## config.mk

```make
export PLATFORM = sky130hd
export DESIGN_NAME = rts_cts_mac_handshake
export DESIGN_NICKNAME = d
export VERILOG_FILES = /design/src/rtl/rcmh_pkg.sv /design/src/rtl/rts_cts_mac_handshake.sv
export SDC_FILE = /design/constraint.sdc
export NUM_CORES = 1
export LEC_CHECK = 0
export BUFFER_PORTS_ARGS = -buffer_cell sky130_fd_sc_hd__buf_2
export CORE_MARGIN = 2
export CORE_UTILIZATION = 45
export DETAILED_ROUTE_END_ITERATION = 7
export HOLD_SLACK_MARGIN = 0.08
export PLACE_DENSITY = 0.67
export RECOVER_POWER = 50
export SETUP_SLACK_MARGIN = 0.4
export SLEW_MARGIN = 20
export SYNTH_ARGS = -nofsm -noshare
export SYNTH_HDL_FRONTEND = slang
export SYNTH_SLANG_ARGS = --single-unit
```

## constraint.sdc

```tcl
create_clock -name aclk -period 3.6 [get_ports aclk]
set_input_delay 0.72 -clock aclk [delete_from_list [all_inputs] [get_ports aclk]]
set_output_delay 0.72 -clock aclk [all_outputs]
set_load 0.05 [all_outputs]
```

## src/rtl/rcmh_pkg.sv

```systemverilog
`timescale 1ns / 1ps
// ----------------------------------------------------------------------------
// RTS/CTS MAC handshake package
// Shared types and constants for the RTS/CTS/DATA/ACK handshake controller.
// ----------------------------------------------------------------------------
package rcmh_pkg;

    // Width of the saturating tick counters for control and report ages.
    localparam int AGE_BITS   = 16;
    localparam int PERIOD_W   = 16;
    // Common width used when an age is compared against a period.
    localparam int AGE_CMP_W  = (AGE_BITS > PERIOD_W) ? AGE_BITS : PERIOD_W;

    localparam int ADDR_W     = 8;
    localparam int FTYPE_W    = 3;
    localparam int WAIT_W     = 8;

    localparam int S_TDATA_W  = 32;
    localparam int M_TDATA_W  = 24;
    localparam int CFG_IDX_W  = 2;
    localparam int CFG_DATA_W = 16;

    // Handshake mode, also reported on every result.
    typedef enum logic [1:0] {
        MODE_IDLE      = 2'd0,
        MODE_CTS_WAIT  = 2'd1,
        MODE_DATA_WAIT = 2'd2,
        MODE_ACK_WAIT  = 2'd3
    } mode_t;

    // Frame type codes.
    localparam logic [FTYPE_W-1:0] FR_RTS    = 3'd0;
    localparam logic [FTYPE_W-1:0] FR_CTS    = 3'd1;
    localparam logic [FTYPE_W-1:0] FR_DATA   = 3'd2;
    localparam logic [FTYPE_W-1:0] FR_ACK    = 3'd3;
    localparam logic [FTYPE_W-1:0] FR_BEACON = 3'd4;
    localparam logic [FTYPE_W-1:0] FR_BCAST  = 3'd5;
    localparam logic [FTYPE_W-1:0] FR_NONE   = 3'd0;

    localparam logic [ADDR_W-1:0] BCAST_ADDR = 8'd255;
    localparam logic [ADDR_W-1:0] NO_ADDR    = 8'd0;

    // Configuration register indexes.
    localparam logic [CFG_IDX_W-1:0] REG_HOST_ADDR     = 2'd0;
    localparam logic [CFG_IDX_W-1:0] REG_WAIT_LIMIT    = 2'd1;
    localparam logic [CFG_IDX_W-1:0] REG_BEACON_PERIOD = 2'd2;
    localparam logic [CFG_IDX_W-1:0] REG_REPORT_PERIOD = 2'd3;

    // Configuration reset values.
    localparam logic [ADDR_W-1:0]   HOST_ADDR_RST     = 8'd0;
    localparam logic [WAIT_W-1:0]   WAIT_LIMIT_RST    = 8'd100;
    localparam logic [PERIOD_W-1:0] BEACON_PERIOD_RST = 16'd500;
    localparam logic [PERIOD_W-1:0] REPORT_PERIOD_RST = 16'd500;

endpackage

```

## src/rtl/rts_cts_mac_handshake.sv

```systemverilog
`timescale 1ns / 1ps
// ----------------------------------------------------------------------------
// RTS/CTS MAC handshake controller
// One poll tick per request: answers RTS with CTS, sends RTS, DATA, ACK,
// broadcast data and beacons, times out waits and paces application reports.
// ----------------------------------------------------------------------------
// Usage:
//   s_tvalid/s_tready/s_tdata carry one poll tick per request, holding the
//   received frame header and the router status. m_tvalid/m_tready/m_tdata
//   return exactly one result per tick: the frame to send, the router and
//   application strobes and the mode after the tick.
//   cfg_we/cfg_index/cfg_wdata write the four registers (host address, wait
//   limit, beacon period, report period); write only while the block is idle.
// Timing and throughput:
//   A tick's result is registered and shows on m_tvalid the cycle after it is
//   accepted. One tick is taken every cycle while s_tready is high; the
//   handshake state and both age counters update as the tick is accepted.
// Reset:
//   aresetn low returns the mode to idle, clears the wait counter, the peer
//   address and both ages, and restores the register defaults.
// Stalls:
//   While a result waits with m_tready low, s_tready drops and no new tick
//   is taken; when the result is taken, a new tick can be accepted the same
//   cycle.
// ----------------------------------------------------------------------------
module rts_cts_mac_handshake
    import rcmh_pkg::*;
(
    input  logic                  aclk,
    input  logic                  aresetn,
    // Tick request
    input  logic                  s_tvalid,
    output logic                  s_tready,
    // From bit 0: rx_valid[0], rx_type[3:1], rx_src[11:4], rx_dst[19:12],
    // have_packet[20], route_ok[21], route_dest[29:22], zero fill [31:30]
    input  logic [S_TDATA_W-1:0]  s_tdata,
    // Result
    output logic                  m_tvalid,
    input  logic                  m_tready,
    // From bit 0: tx_valid[0], tx_type[3:1], tx_dst[11:4], deliver_frame[12],
    // absorb_beacon[13], take_packet[14], report_app[15], mac_mode[17:16],
    // zero fill [23:18]
    output logic [M_TDATA_W-1:0]  m_tdata,
    // Configuration write port
    input  logic                  cfg_we,
    input  logic [CFG_IDX_W-1:0]  cfg_index,
    input  logic [CFG_DATA_W-1:0] cfg_wdata
);

    localparam logic [AGE_BITS-1:0] AGE_MAX = {AGE_BITS{1'b1}};

    // Configuration registers
    logic [ADDR_W-1:0]   host_addr_reg;
    logic [WAIT_W-1:0]   wait_limit_reg;
    logic [PERIOD_W-1:0] beacon_period_reg;
    logic [PERIOD_W-1:0] report_period_reg;

    // Handshake state
    mode_t               mode_reg, mode_next;
    logic [WAIT_W-1:0]   wait_count_reg, wait_count_next;
    logic [ADDR_W-1:0]   peer_addr_reg, peer_addr_next;
    logic [AGE_BITS-1:0] ctrl_age_reg, ctrl_age_next;
    logic [AGE_BITS-1:0] report_age_reg, report_age_next;

    // Result register
    logic                m_valid_reg;
    logic [M_TDATA_W-1:0] m_data_reg, m_data_next;

    // Unpacked request fields
    logic                rx_valid;
    logic [FTYPE_W-1:0]  rx_type;
    logic [ADDR_W-1:0]   rx_src;
    logic [ADDR_W-1:0]   rx_dst;
    logic                have_packet;
    logic                route_ok;
    logic [ADDR_W-1:0]   route_dest;

    // Per-tick working values
    logic                accept;
    logic [AGE_BITS-1:0] ctrl_inc;
    logic [AGE_BITS-1:0] report_inc;
    logic                beacon_due;
    logic                report_due;
    logic                handled;
    logic                ctrl_sent;
    logic                tx_valid;
    logic [FTYPE_W-1:0]  tx_type;
    logic [ADDR_W-1:0]   tx_dst;
    logic                deliver_frame;
    logic                absorb_beacon;
    logic                take_packet;

    assign rx_valid    = s_tdata[0];
    assign rx_type     = s_tdata[3:1];
    assign rx_src      = s_tdata[11:4];
    assign rx_dst      = s_tdata[19:12];
    assign have_packet = s_tdata[20];
    assign route_ok    = s_tdata[21];
    assign route_dest  = s_tdata[29:22];

    // A tick is taken whenever the result register is empty or being drained.
    assign s_tready = !m_valid_reg || m_tready;
    assign accept   = s_tvalid && s_tready;
    assign m_tvalid = m_valid_reg;
    assign m_tdata  = m_data_reg;

    // Saturating ages and their period compares.
    assign ctrl_inc   = (ctrl_age_reg == AGE_MAX) ? ctrl_age_reg : ctrl_age_reg + 1'b1;
    assign report_inc = (report_age_reg == AGE_MAX) ? report_age_reg
                                                    : report_age_reg + 1'b1;
    assign beacon_due = AGE_CMP_W'(ctrl_inc) >= AGE_CMP_W'(beacon_period_reg);
    assign report_due = AGE_CMP_W'(report_inc) >= AGE_CMP_W'(report_period_reg);

    // Handshake decisions for one tick.
    always_comb begin
        mode_next       = mode_reg;
        wait_count_next = wait_count_reg;
        peer_addr_next  = peer_addr_reg;
        handled         = 1'b0;
        ctrl_sent       = 1'b0;
        tx_valid        = 1'b0;
        tx_type         = FR_NONE;
        tx_dst          = NO_ADDR;
        deliver_frame   = 1'b0;
        absorb_beacon   = 1'b0;
        take_packet     = 1'b0;

        if (rx_valid) begin
            // Frames expected in the current mode.
            unique case (mode_reg)
                MODE_IDLE: begin
                    if (rx_type == FR_RTS && rx_dst == host_addr_reg) begin
                        tx_valid        = 1'b1;
                        tx_type         = FR_CTS;
                        tx_dst          = rx_src;
                        ctrl_sent       = 1'b1;
                        mode_next       = MODE_DATA_WAIT;
                        wait_count_next = '0;
                        absorb_beacon   = 1'b1;
                        handled         = 1'b1;
                    end
                end
                MODE_CTS_WAIT: begin
                    if (rx_type == FR_CTS && rx_src == peer_addr_reg &&
                        rx_dst == host_addr_reg) begin
                        take_packet     = 1'b1;
                        tx_valid        = 1'b1;
                        tx_type         = FR_DATA;
                        tx_dst          = peer_addr_reg;
                        mode_next       = MODE_ACK_WAIT;
                        wait_count_next = '0;
                        absorb_beacon   = 1'b1;
                        handled         = 1'b1;
                    end
                end
                MODE_DATA_WAIT: begin
                    if (rx_type == FR_DATA && rx_dst == host_addr_reg) begin
                        deliver_frame = 1'b1;
                        tx_valid      = 1'b1;
                        tx_type       = FR_ACK;
                        tx_dst        = rx_src;
                        mode_next     = MODE_IDLE;
                        handled       = 1'b1;
                    end
                end
                MODE_ACK_WAIT: begin
                    if (rx_type == FR_ACK && rx_dst == host_addr_reg) begin
                        mode_next = MODE_IDLE;
                        handled   = 1'b1;
                    end
                end
                default: begin
                    mode_next = MODE_IDLE;
                end
            endcase
            // Beacons and broadcast data pass up in any mode.
            if (!handled) begin
                if (rx_type == FR_BEACON) begin
                    absorb_beacon = 1'b1;
                end else if (rx_type == FR_BCAST) begin
                    deliver_frame = 1'b1;
                end
            end
        end else if (mode_reg == MODE_IDLE) begin
            // Idle and quiet: route a pending packet or send a beacon.
            if (have_packet) begin
                if (route_ok) begin
                    if (route_dest != BCAST_ADDR) begin
                        tx_valid        = 1'b1;
                        tx_type         = FR_RTS;
                        tx_dst          = route_dest;
                        ctrl_sent       = 1'b1;
                        peer_addr_next  = route_dest;
                        wait_count_next = '0;
                        mode_next       = MODE_CTS_WAIT;
                    end else begin
                        take_packet = 1'b1;
                        tx_valid    = 1'b1;
                        tx_type     = FR_BCAST;
                        tx_dst      = BCAST_ADDR;
                    end
                end
            end else if (beacon_due) begin
                tx_valid  = 1'b1;
                tx_type   = FR_BEACON;
                tx_dst    = BCAST_ADDR;
                ctrl_sent = 1'b1;
            end
        end else begin
            // Quiet tick in a wait state counts towards the timeout.
            if (wait_count_reg >= wait_limit_reg) begin
                mode_next = MODE_IDLE;
            end else begin
                wait_count_next = wait_count_reg + 1'b1;
            end
        end

        ctrl_age_next   = ctrl_sent ? '0 : ctrl_inc;
        report_age_next = report_due ? '0 : report_inc;

        m_data_next = {6'd0, mode_next, report_due, take_packet, absorb_beacon,
                       deliver_frame, tx_dst, tx_type, tx_valid};
    end

    // Configuration registers.
    always_ff @(posedge aclk) begin
        if (!aresetn) begin
            host_addr_reg     <= HOST_ADDR_RST;
            wait_limit_reg    <= WAIT_LIMIT_RST;
            beacon_period_reg <= BEACON_PERIOD_RST;
            report_period_reg <= REPORT_PERIOD_RST;
        end else if (cfg_we) begin
            unique case (cfg_index)
                REG_HOST_ADDR:     host_addr_reg     <= cfg_wdata[ADDR_W-1:0];
                REG_WAIT_LIMIT:    wait_limit_reg    <= cfg_wdata[WAIT_W-1:0];
                REG_BEACON_PERIOD: beacon_period_reg <= cfg_wdata;
                REG_REPORT_PERIOD: report_period_reg <= cfg_wdata;
                default: begin
                end
            endcase
        end
    end

    // Handshake state, updated once per accepted tick.
    always_ff @(posedge aclk) begin
        if (!aresetn) begin
            mode_reg       <= MODE_IDLE;
            wait_count_reg <= '0;
            peer_addr_reg  <= '0;
            ctrl_age_reg   <= '0;
            report_age_reg <= '0;
        end else if (accept) begin
            mode_reg       <= mode_next;
            wait_count_reg <= wait_count_next;
            peer_addr_reg  <= peer_addr_next;
            ctrl_age_reg   <= ctrl_age_next;
            report_age_reg <= report_age_next;
        end
    end

    // Result register valid flag.
    always_ff @(posedge aclk) begin
        if (!aresetn) begin
            m_valid_reg <= 1'b0;
        end else if (accept) begin
            m_valid_reg <= 1'b1;
        end else if (m_tready) begin
            m_valid_reg <= 1'b0;
        end
    end

    // Result payload.
    always_ff @(posedge aclk) begin
        if (accept) begin
            m_data_reg <= m_data_next;
        end
    end

endmodule

```

==> impl_metrics.csv, run 1 <==
group,metric,value,unit
timing,clock_skew,7.72,ps
routing,vias_per_cell,5.48,
clock_tree,clock_tree.buffer_depth,2,
hold_path,hp-class,"register to register",
worst_setup_path,endpoint_kind,"register",
outcome,status,"finished with violations",
clock_tree,cts_root_buf,"clkbuf_16",
timing,min_period_over_period,94.8,%
floorplan,rows,44,
yosys,yosysSeqAreaShare,38.3,%
floorplan,dieArea,15600,um2
yosys,synth_edf_count,18,
clock_tree,clk_latency,430,ps
finish,syn_to_final_growth,22.6,%
yosys,synth_top_flop_cell,"dfxtp_1",
yosys,avgSynthCellArea,8.44,um2
grt,gr-total-overflow,0,
hold_path,min_path_cells,2,
worst_setup_path,crit_fanout,5,
finish,largest_register_ff_count,18,
yosys,yosys_warnings,0,
clock_tree,clkSinkCount,117,
timing,setup_tns,0,ps
place,io_buffer_count,72,
routing,routed_wl,16400,um
floorplan,fp.dieW,125,um
worst_setup_path,crit_required,3940,ps
clock_tree,clkTransAtPathRegs,60,ps
timing,setup_violations,0,
routing,drc,0,
yosys,ys_async_sr_fraction,0,%
yosys,synth-seq-cells,117,
finish,drive_above_1_share,20.6,%
clock_tree,tritoncts,"done",
finish,fill_cells,1330,
timing,slew_headroom,-3.97,%
clock_tree,numCtsBuffers,17,
power_and_ir_drop,total_power,3480,uW
yosys,syn-instance-count,780,
finish,fin_nets,978,
power_and_ir_drop,pwr_density_cell,432,nW/um2
floorplan,core-area,14400,um2
power_and_ir_drop,ir_drop,0.000385,V
timing,finalHoldViolCount,0,
grt,grt.total_usage,20.7,%
timing,tightestPinTransition,1560,ps
power_and_ir_drop,leakage,0.00345,uW
routing,drt_iter0_drc,389,
flow_run,cap_viol_max_count,1,
timing,rsz0062_at_grt,"yes",
grt,grt_max_degree,55,
worst_setup_path,ff2ff_path_depth,15,
place,place_congestion,0.842,
worst_setup_path,worstPathArrival,3750,ps
floorplan,boundaryPins,81,
routing,wl_per_cell,15.2,um
place,hpwl,11400,um
outcome,violations,"capacitance limit, slew limit",
grt,antenna_found_initial,0,
routing,drtAntennaViolNets,0,
clock_tree,htree_levels,4,
grt,grt_pass1_wl,26300,um
routing,dr.pass1.iters,5,
routing,vias,5900,
timing,fmax,293,MHz
floorplan,initial_utilization,45.6,%
finish,n_antenna_cell,0,
worst_setup_path,critPathLaunchType,"register",
finish,fin_util,55.9,%
grt,grt_pass1_vias,5411,
floorplan,die_y,125,um
timing,drv_slew,9,
yosys,syn_area,6580,um2
yosys,synth.distinct_cells,63,
worst_setup_path,worstSetupPathType,"register to register",
timing,period_minus_slack,3410,ps
[cell usage in the layout (no fill, tap or decap), types with 8 or more instances in the layout]
master and n:
xnor2_1 22, a21oi_1 46, mux2i_1 19, o22ai_1 12, buf_4 37, dfxtp_1 87
clkbuf_1 16, nand3_1 37, clkbuf_16 18, edfxtp_1 18, buf_2 64, inv_1 53
o211ai_1 13, nor2b_1 10, a22o_1 9, ha_1 40, nand2_1 110, nand4_1 16
xor2_1 12, and3_1 18, o21ai_0 17, a22oi_1 8, nor2_1 60
[Yosys cell counts, types with 9 or more instances]
cell,n,area share (%)
edfxtp_1,18,8.2
nand3_1,37,2.8
nor2b_1,10,0.95
o22ai_1,12,1.1
nand2_1,110,6.3
nand4_1,16,1.5
inv_1,53,3.0
clkbuf_1,22,1.3
and3_1,18,1.7
xnor2_1,23,3.1
xor2_1,14,1.9
a21oi_1,46,3.5
o21ai_0,19,1.4
ha_1,43,8.2
a22o_1,9,1.2
dfxtp_1,99,30
nor2_1,62,3.5
mux2i_1,19,2.9
o211ai_1,13,1.5
[report_power, final]
group | leakage, uW | switching, uW | internal [uW]
combinational | 0.00217 | 251 | 131
sequential | 0.000993 | 25.9 | 1370
clock | 0.000285 | 595 | 1110
total | 0.00345 | 872 | 2610
[per-layer routing]
layer	GRT usage, %	vias up	routed length (um)
met3	5.26	27	971
met1	27.2	2742	7600
met5	0	-	0
li1	-	2967	-
met2	33.3	164	7510
met4	6.99	0	293
[per-stage QoR]
step | instance area [um2] | instances | worst slack, ps | hold slack (ps)
floorplan | 6670 | 785 | 85.0 | 436
global placement | 7180 | 1021 | 111 | 444
detailed placement | 7180 | 1021 | 24.6 | 448
CTS | 7890 | 1061 | 141 | 455
global route | 8070 | 1077 | 26.7 | 470
finish | 8070 | 1077 | 188 | 453
[area by class of cell]
cell class | count | area (um2) | area share (%)
clock inverters | 7 | 92.6 | 1.15
inverters | 54 | 203 | 2.51
repair buffers | 118 | 699 | 8.67
multi-input cells | 572 | 3780 | 46.9
well taps | 184 | 230 | 2.85
clock buffers | 25 | 507 | 6.28
flip-flops and latches | 117 | 2550 | 31.6
[timing repair]
item / 4_1_cts / 5_1_grt
cloned: 1 / 2
buffers inserted: 7 / 14
gates resized for setup: 13 / 31
pin swaps: 11 / 18
endpoints found under the setup margin: 42 / 43
endpoints found under the hold margin: 0 / 0
hold buffers: 0 / 0
[cell families after synthesis]
family / synth area share (%)
buf+inv: 6.48
mux: 3.40
xor+xnor: 4.92
fa+ha+maj: 8.17
compound gates: 16.6
other cells: 0.0570
simple gates: 22.1
flops: 38.3
[path summary, 6_finish.rpt]
path | from | slack (ps) | to
max reg2reg | ctrl_age_reg[6] | 190 | ctrl_age_reg[4]
min | beacon_period_reg[13] | 450 | beacon_period_reg[13]
max | ctrl_age_reg[6] | 190 | ctrl_age_reg[4]
min reg2reg | beacon_period_reg[13] | 450 | beacon_period_reg[13]
[worst max-delay path, cell delays in order, from the launching register on]
cell and delay [ps]:
dfxtp_2 330, and4_4 240, and4_4 250, nand4_1 110
and2_4 180, and4_4 150, xor2_2 150, ha_1 290
and3_1 150, o311a_1 330, o21ai_2 120, a41oi_2 140
buf_6 160, o21bai_4 120, or4b_1 440, a31oi_1 140
Note: power is estimated with default switching activity, not from simulation.
==> run 2: changes to the inputs <==
--- a/config.mk
+++ b/config.mk
@@ -10,7 +10,6 @@
 export CORE_UTILIZATION = 45
 export DETAILED_ROUTE_END_ITERATION = 7
 export HOLD_SLACK_MARGIN = 0.08
-export PLACE_DENSITY = 0.67
 export RECOVER_POWER = 50
 export SETUP_SLACK_MARGIN = 0.4
 export SLEW_MARGIN = 20
==> constraint.sdc (replaced) <==
create_clock -name aclk -period 4.1 [get_ports aclk]
set_input_delay 0.82 -clock aclk [delete_from_list [all_inputs] [get_ports aclk]]
set_output_delay 0.82 -clock aclk [all_outputs]
set_load 0.05 [all_outputs]
==> run 2 against run 1 <==
The flow still finishes with violations (capacitance limit, slew limit). Sequential power is 12% lower. Power fell by 13%. Via count down 1.6%. Clock power down 12%. Global-route usage up 0.30 points. First-iteration DRC count is 32% lower. Largest cell class unchanged. Routed wire length down 1.4%. Sequential share of layout area rose by 1.1 points. Sequential cell count did not move. Non-clock buffer count down 27.
==> impl_metrics.csv, run 2 (same netlist as run 1, synthesis figures left out) <==
group,metric,value,unit
outcome,status,"finished with violations",
outcome,violations,"capacitance limit, slew limit",
worst_setup_path,cpMaxStageDelayCell,"clkbuf_1",
timing,min_period_over_period,89.1,%
finish,final_cell_mix,"nand2_1 (110), dfxtp_1 (95), buf_2 (63)",
finish,fin_area,7740,um2
power_and_ir_drop,pwr_density_cell,394,nW/um2
finish,fill_cells,1375,
power_and_ir_drop,leakage,0.00329,uW
clock_tree,tritoncts,"done",
finish,n_antenna_cell,0,
flow_run,cap_viol_max_count,1,
finish,fin_nets,951,
timing,setup_violations,0,
grt,grt_pass1_vias,5605,
routing,vias,5804,
floorplan,initial_utilization,45.6,%
clock_tree,numCtsBuffers,17,
finish,syn_to_final_growth,17.6,%
timing,layout_setup_ws,446,ps
hold_path,hp-class,"register to register",
place,io_buffer_count,72,
hold_path,hp-start,"beacon_period_reg[3]",
grt,grt_pass1_wl,26700,um
worst_setup_path,rr_startpoint,"ctrl_age_reg[4]",
clock_tree,htree_levels,4,
grt,grt.total_usage,21.0,%
routing,dr.pass1.iters,6,
power_and_ir_drop,ir_drop,0.000268,V
clock_tree,clkSinkCount,117,
timing,hold_ws,454,ps
place,dpl_worst_slack,321,ps
floorplan,dieArea,15600,um2
finish,fin_util,53.7,%
timing,setup_tns,0,ps
place,placed_area,7110,um2
clock_tree,ctsHoldBuffers,0,
floorplan,core-area,14400,um2
worst_setup_path,worstSetupPathType,"input port to register",
worst_setup_path,worstPathArrival,3910,ps
timing,period_minus_slack,3650,ps
worst_setup_path,crit_fanout,41,
grt,grt_max_degree,42,
timing,tightestPinTransition,2240,ps
clock_tree,clock_tree.buffer_depth,2,
floorplan,rows,44,
routing,drt_iter0_drc,265,
floorplan,die_y,125,um
finish,largest_register_ff_count,18,
clock_tree,cts_root_buf,"clkbuf_16",
routing,drtAntennaViolNets,0,
grt,antenna_found_initial,0,
timing,fmax,274,MHz
grt,gr-total-overflow,0,
worst_setup_path,crit_required,4360,ps
floorplan,fp.dieW,125,um
worst_setup_path,critical_path.cell_chain,"buf_2 > nand2b_1 > nand2_1 > inv_1 > clkbuf_1 > and3_1 > mux2i_1 > nor2_1",
timing,drv_slew,42,
routing,drc,0,
timing,rsz0062_at_grt,"no",
place,hpwl,11600,um
worst_setup_path,endpoint_kind,"register",
clock_tree,clk_latency,420,ps
timing,clock_skew,12.1,ps
finish,final_common_cell,"nand2_1",
worst_setup_path,critPathLaunchType,"input port",
worst_setup_path,cpPeakStageDelay,1610,ps
routing,routed_wl,16100,um
floorplan,boundaryPins,81,
routing,vias_per_cell,5.54,
worst_setup_path,startpoint,"m_tready",
timing,slew_headroom,-49.6,%
timing,finalHoldViolCount,0,
routing,wl_per_cell,15.4,um
place,place_congestion,0.831,
clock_tree,clkTransAtPathRegs,50,ps
finish,drive_above_1_share,14.8,%
-- run 2: changes by cell type in the layout (fill, tap and decap cells not counted), sizes merged --
cell,delta
buf,-28
clkbuf,+3
clkinv,-1
clkinvlp,-3
-- run 2: critical path, delay by kind of cell --
family / cells / cell delay [ps]
muxes: 1 / 260
buffers and inverters: 3 / 1780
and+or+nand+nor: 4 / 1050
-- run 2: worst paths after layout --
check	endpoint	slack, ps	cells after the start
worst max-delay path	peer_addr_reg[4]	450	8
worst min-delay path	beacon_period_reg[3]	450	2
worst min register to register	beacon_period_reg[3]	450	2
worst max register to register	ctrl_age_reg[4]	510	14
-- run 2: cell type report --
| type | instances | area [um2] | share of cell area (%) |
|---|---|---|---|
| tap | 184 | 230 | 2.97 |
| clock buffer | 27 | 533 | 6.89 |
| inverter | 54 | 203 | 2.62 |
| sequential | 117 | 2530 | 32.7 |
| multi-input combinational | 572 | 3700 | 47.8 |
| timing repair buffer | 91 | 477 | 6.16 |
| clock inverter | 3 | 65.1 | 0.841 |
-- run 2: metal layers --
metal  part of all wire (%)  global-route usage, %
met1                     46                   26.1
met2                     48                   35.6
met3                    4.8                   5.73
met4                    1.4                   6.47
met5                      0                      0
-- run 2: repair_timing --
action                                  CTS  global route
endpoints found under the setup margin   25            40
buffers inserted                          0             2
pin swaps                                 1             4
gates resized for setup                   4            11
-- run 2: per-stage QoR --
stage / total power (uW) / std cells
2_1_floorplan: 1480 / 785
3_3_place_gp: 1570 / 1016
3_5_place_dp: 1570 / 1016
4_1_cts: 3080 / 1046
5_1_grt: 3170 / 1048
6_report: 3050 / 1048
-- run 2: where the power goes --
part	switching (uW)	internal [uW]
Combinational	215	103
Clock	499	999
Sequential	24.7	1210
Total	738	2310
==> run 3: changes to the inputs <==
--- a/config.mk
+++ b/config.mk
@@ -10,6 +10,7 @@
 export CORE_UTILIZATION = 45
 export DETAILED_ROUTE_END_ITERATION = 7
 export HOLD_SLACK_MARGIN = 0.08
+export PLACE_DENSITY = 0.74
 export RECOVER_POWER = 50
 export SETUP_SLACK_MARGIN = 0.4
 export SLEW_MARGIN = 20
==> constraint.sdc (replaced) <==
create_clock -name aclk -period 3.9 [get_ports aclk]
set_input_delay 0.78 -clock aclk [delete_from_list [all_inputs] [get_ports aclk]]
set_output_delay 0.78 -clock aclk [all_outputs]
set_load 0.05 [all_outputs]
==> run 3 against run 2 <==
Clock skew fell by 1.8 ps. Final cell count rose by 1.3%. Global-route usage fell by 0.96 points. Die area did not move. Critical endpoint is now ctrl_age_reg[3]. Combinational power rose by 8.8%. Utilization rose by 1.6 points. Design area rose by 2.9%. First-iteration DRC count rose by 41%. The run still ends with capacitance limit, slew limit left.
==> impl_metrics.csv, run 3 (same netlist as run 1, synthesis figures left out) <==
group,metric,value,unit
timing,slew_headroom,-79.1,%
finish,syn_to_final_growth,21.0,%
routing,routed_wl,15900,um
timing,fmax,279,MHz
routing,vias,5915,
routing,dr.pass1.iters,5,
worst_setup_path,cpMaxStageDelayCell,"dfxtp_2",
finish,drive_above_1_share,18.8,%
routing,vias_per_cell,5.57,
worst_setup_path,crit_top_cell,"and4_4",
clock_tree,clkSinkCount,117,
place,hpwl,10600,um
timing,clock_skew,10.3,ps
clock_tree,clk_latency,420,ps
finish,n_antenna_cell,0,
finish,final_cell_mix,"nand2_1 (110), dfxtp_1 (89), buf_2 (63)",
routing,drt_iter0_drc,373,
clock_tree,htree_levels,4,
clock_tree,ctsHoldBuffers,0,
floorplan,rows,44,
timing,layout_setup_ws,312,ps
clock_tree,clkTransAtPathRegs,60,ps
floorplan,dieArea,15600,um2
hold_path,hp-class,"register to register",
power_and_ir_drop,leakage,0.00336,uW
timing,hold_ws,453,ps
grt,grt.total_usage,20.0,%
timing,min_period_over_period,92.0,%
finish,fin_cells,1062,
power_and_ir_drop,pwr_density_cell,410,nW/um2
finish,largest_register_ff_count,18,
place,place_congestion,0.833,
place,dp_cells,1018,
place,dpl_worst_slack,120,ps
worst_setup_path,critPathLaunchType,"register",
timing,drv_slew,95,
place,io_buffer_count,72,
grt,grt_pass1_wl,25500,um
clock_tree,cts_root_buf,"clkbuf_16",
worst_setup_path,worstPathArrival,3760,ps
finish,final_common_cell,"nand2_1",
grt,grt_max_degree,55,
clock_tree,numCtsBuffers,17,
routing,drc,0,
grt,grt_pass1_vias,5398,
floorplan,die_y,125,um
worst_setup_path,worstSetupPathType,"register to register",
power_and_ir_drop,ir_drop,0.000270,V
worst_setup_path,endpoint_kind,"register",
worst_setup_path,cpPeakStageDelay,370,ps
floorplan,boundaryPins,81,
timing,tightestPinTransition,2690,ps
floorplan,core-area,14400,um2
timing,period_minus_slack,3590,ps
outcome,violations,"capacitance limit, slew limit",
worst_setup_path,critical_path.cell_chain,"and4_4 > and4_4 > nand4_1 > and2_4 > and3_4 > xor2_2 > ha_1 > and4_4 > o211ai_1 > or3_4 > a41oi_4 > o21bai_4 > buf_4 > buf_6 > nand3_1 > a31oi_1",
clock_tree,clock_tree.buffer_depth,2,
flow_run,cap_viol_max_count,2,
timing,rsz0062_at_grt,"yes",
timing,finalHoldViolCount,0,
floorplan,fp.dieW,125,um
outcome,status,"finished with violations",
timing,setup_violations,0,
finish,fin_nets,963,
worst_setup_path,crit_required,4070,ps
floorplan,initial_utilization,45.6,%
clock_tree,tritoncts,"done",
grt,gr-total-overflow,0,
routing,wl_per_cell,15.0,um
grt,antenna_found_initial,0,
worst_setup_path,crit_fanout,8,
timing,setup_tns,0,ps
routing,drtAntennaViolNets,0,
[run 3: cell types whose count changed in the layout (fill, tap and decap cells not counted), sizes merged]
cell and change:
bufinv +2, buf +11, inv -1, clkinvlp +1, o21ai +1, clkinv +6, clkbuf -6
[run 3: layer usage]
metal / global-route usage, % / routed length, um / share of wire (%) / vias up
met5: 0 / 0 / 0 / -
met4: 7.78 / 310 / 1.9 / 0
met3: 4.41 / 898 / 5.6 / 29
met2: 31.9 / 7300 / 46 / 185
met1: 26.6 / 7390 / 46 / 2758
li1: - / - / - / 2943
[run 3: power breakdown]
part / total [uW] / internal (uW) / leakage [uW] / switching (uW)
Clock: 1630 / 1080 / 0.000294 / 552
Sequential: 1290 / 1270 / 0.000991 / 25.6
Combinational: 346 / 116 / 0.00207 / 230
Total: 3270 / 2460 / 0.00336 / 807
[run 3: what timing repair did]
action	4_1_cts	5_1_grt
endpoints found under the hold margin	0	0
cloned	0	1
setup buffers	7	4
pin swaps	11	25
setup endpoints to repair	34	42
resized for setup	14	34
[run 3: critical path, delay by kind of cell (launching register included)]
| kind | cells | cell delay (ps) |
|---|---|---|
| and+or+nand+nor | 8 | 1620 |
| AOI/OAI and AO/OA | 4 | 620 |
| DFF | 1 | 370 |
| adders and majority gates | 1 | 290 |
| buffers and inverters | 2 | 270 |
| xor gates and xnor gates | 1 | 160 |
[run 3: final cells by class]
| cell class | instances | area [um2] |
|---|---|---|
| Tap cell | 184 | 230 |
| Multi-Input combinational cell | 573 | 3810 |
| Inverter | 54 | 203 |
| Clock buffer | 21 | 450 |
| Fill cell | 1304 | 6460 |
| Clock inverter | 11 | 158 |
| Sequential cell | 117 | 2540 |
| Timing Repair Buffer | 102 | 574 |
[run 3: metrics by stage]
step	area, um2	power, uW	utilization [%]
after floorplan	6630	1550	-
after global placement	7130	1650	49.4
after detailed placement	7130	1650	49.4
after CTS	7840	3270	54.3
after global routing	7960	3370	55.2
final	7960	3270	55.2
[run 3: final timing paths]
check                                            from                     to  slack, ps  cells past startpoint
worst max-delay path                  ctrl_age_reg[6]        ctrl_age_reg[3]        310                     16
worst min-delay path            beacon_period_reg[10]  beacon_period_reg[10]        450                      2
worst max register to register        ctrl_age_reg[6]        ctrl_age_reg[3]        310                     16
worst min register to register  beacon_period_reg[10]  beacon_period_reg[10]        450                      2
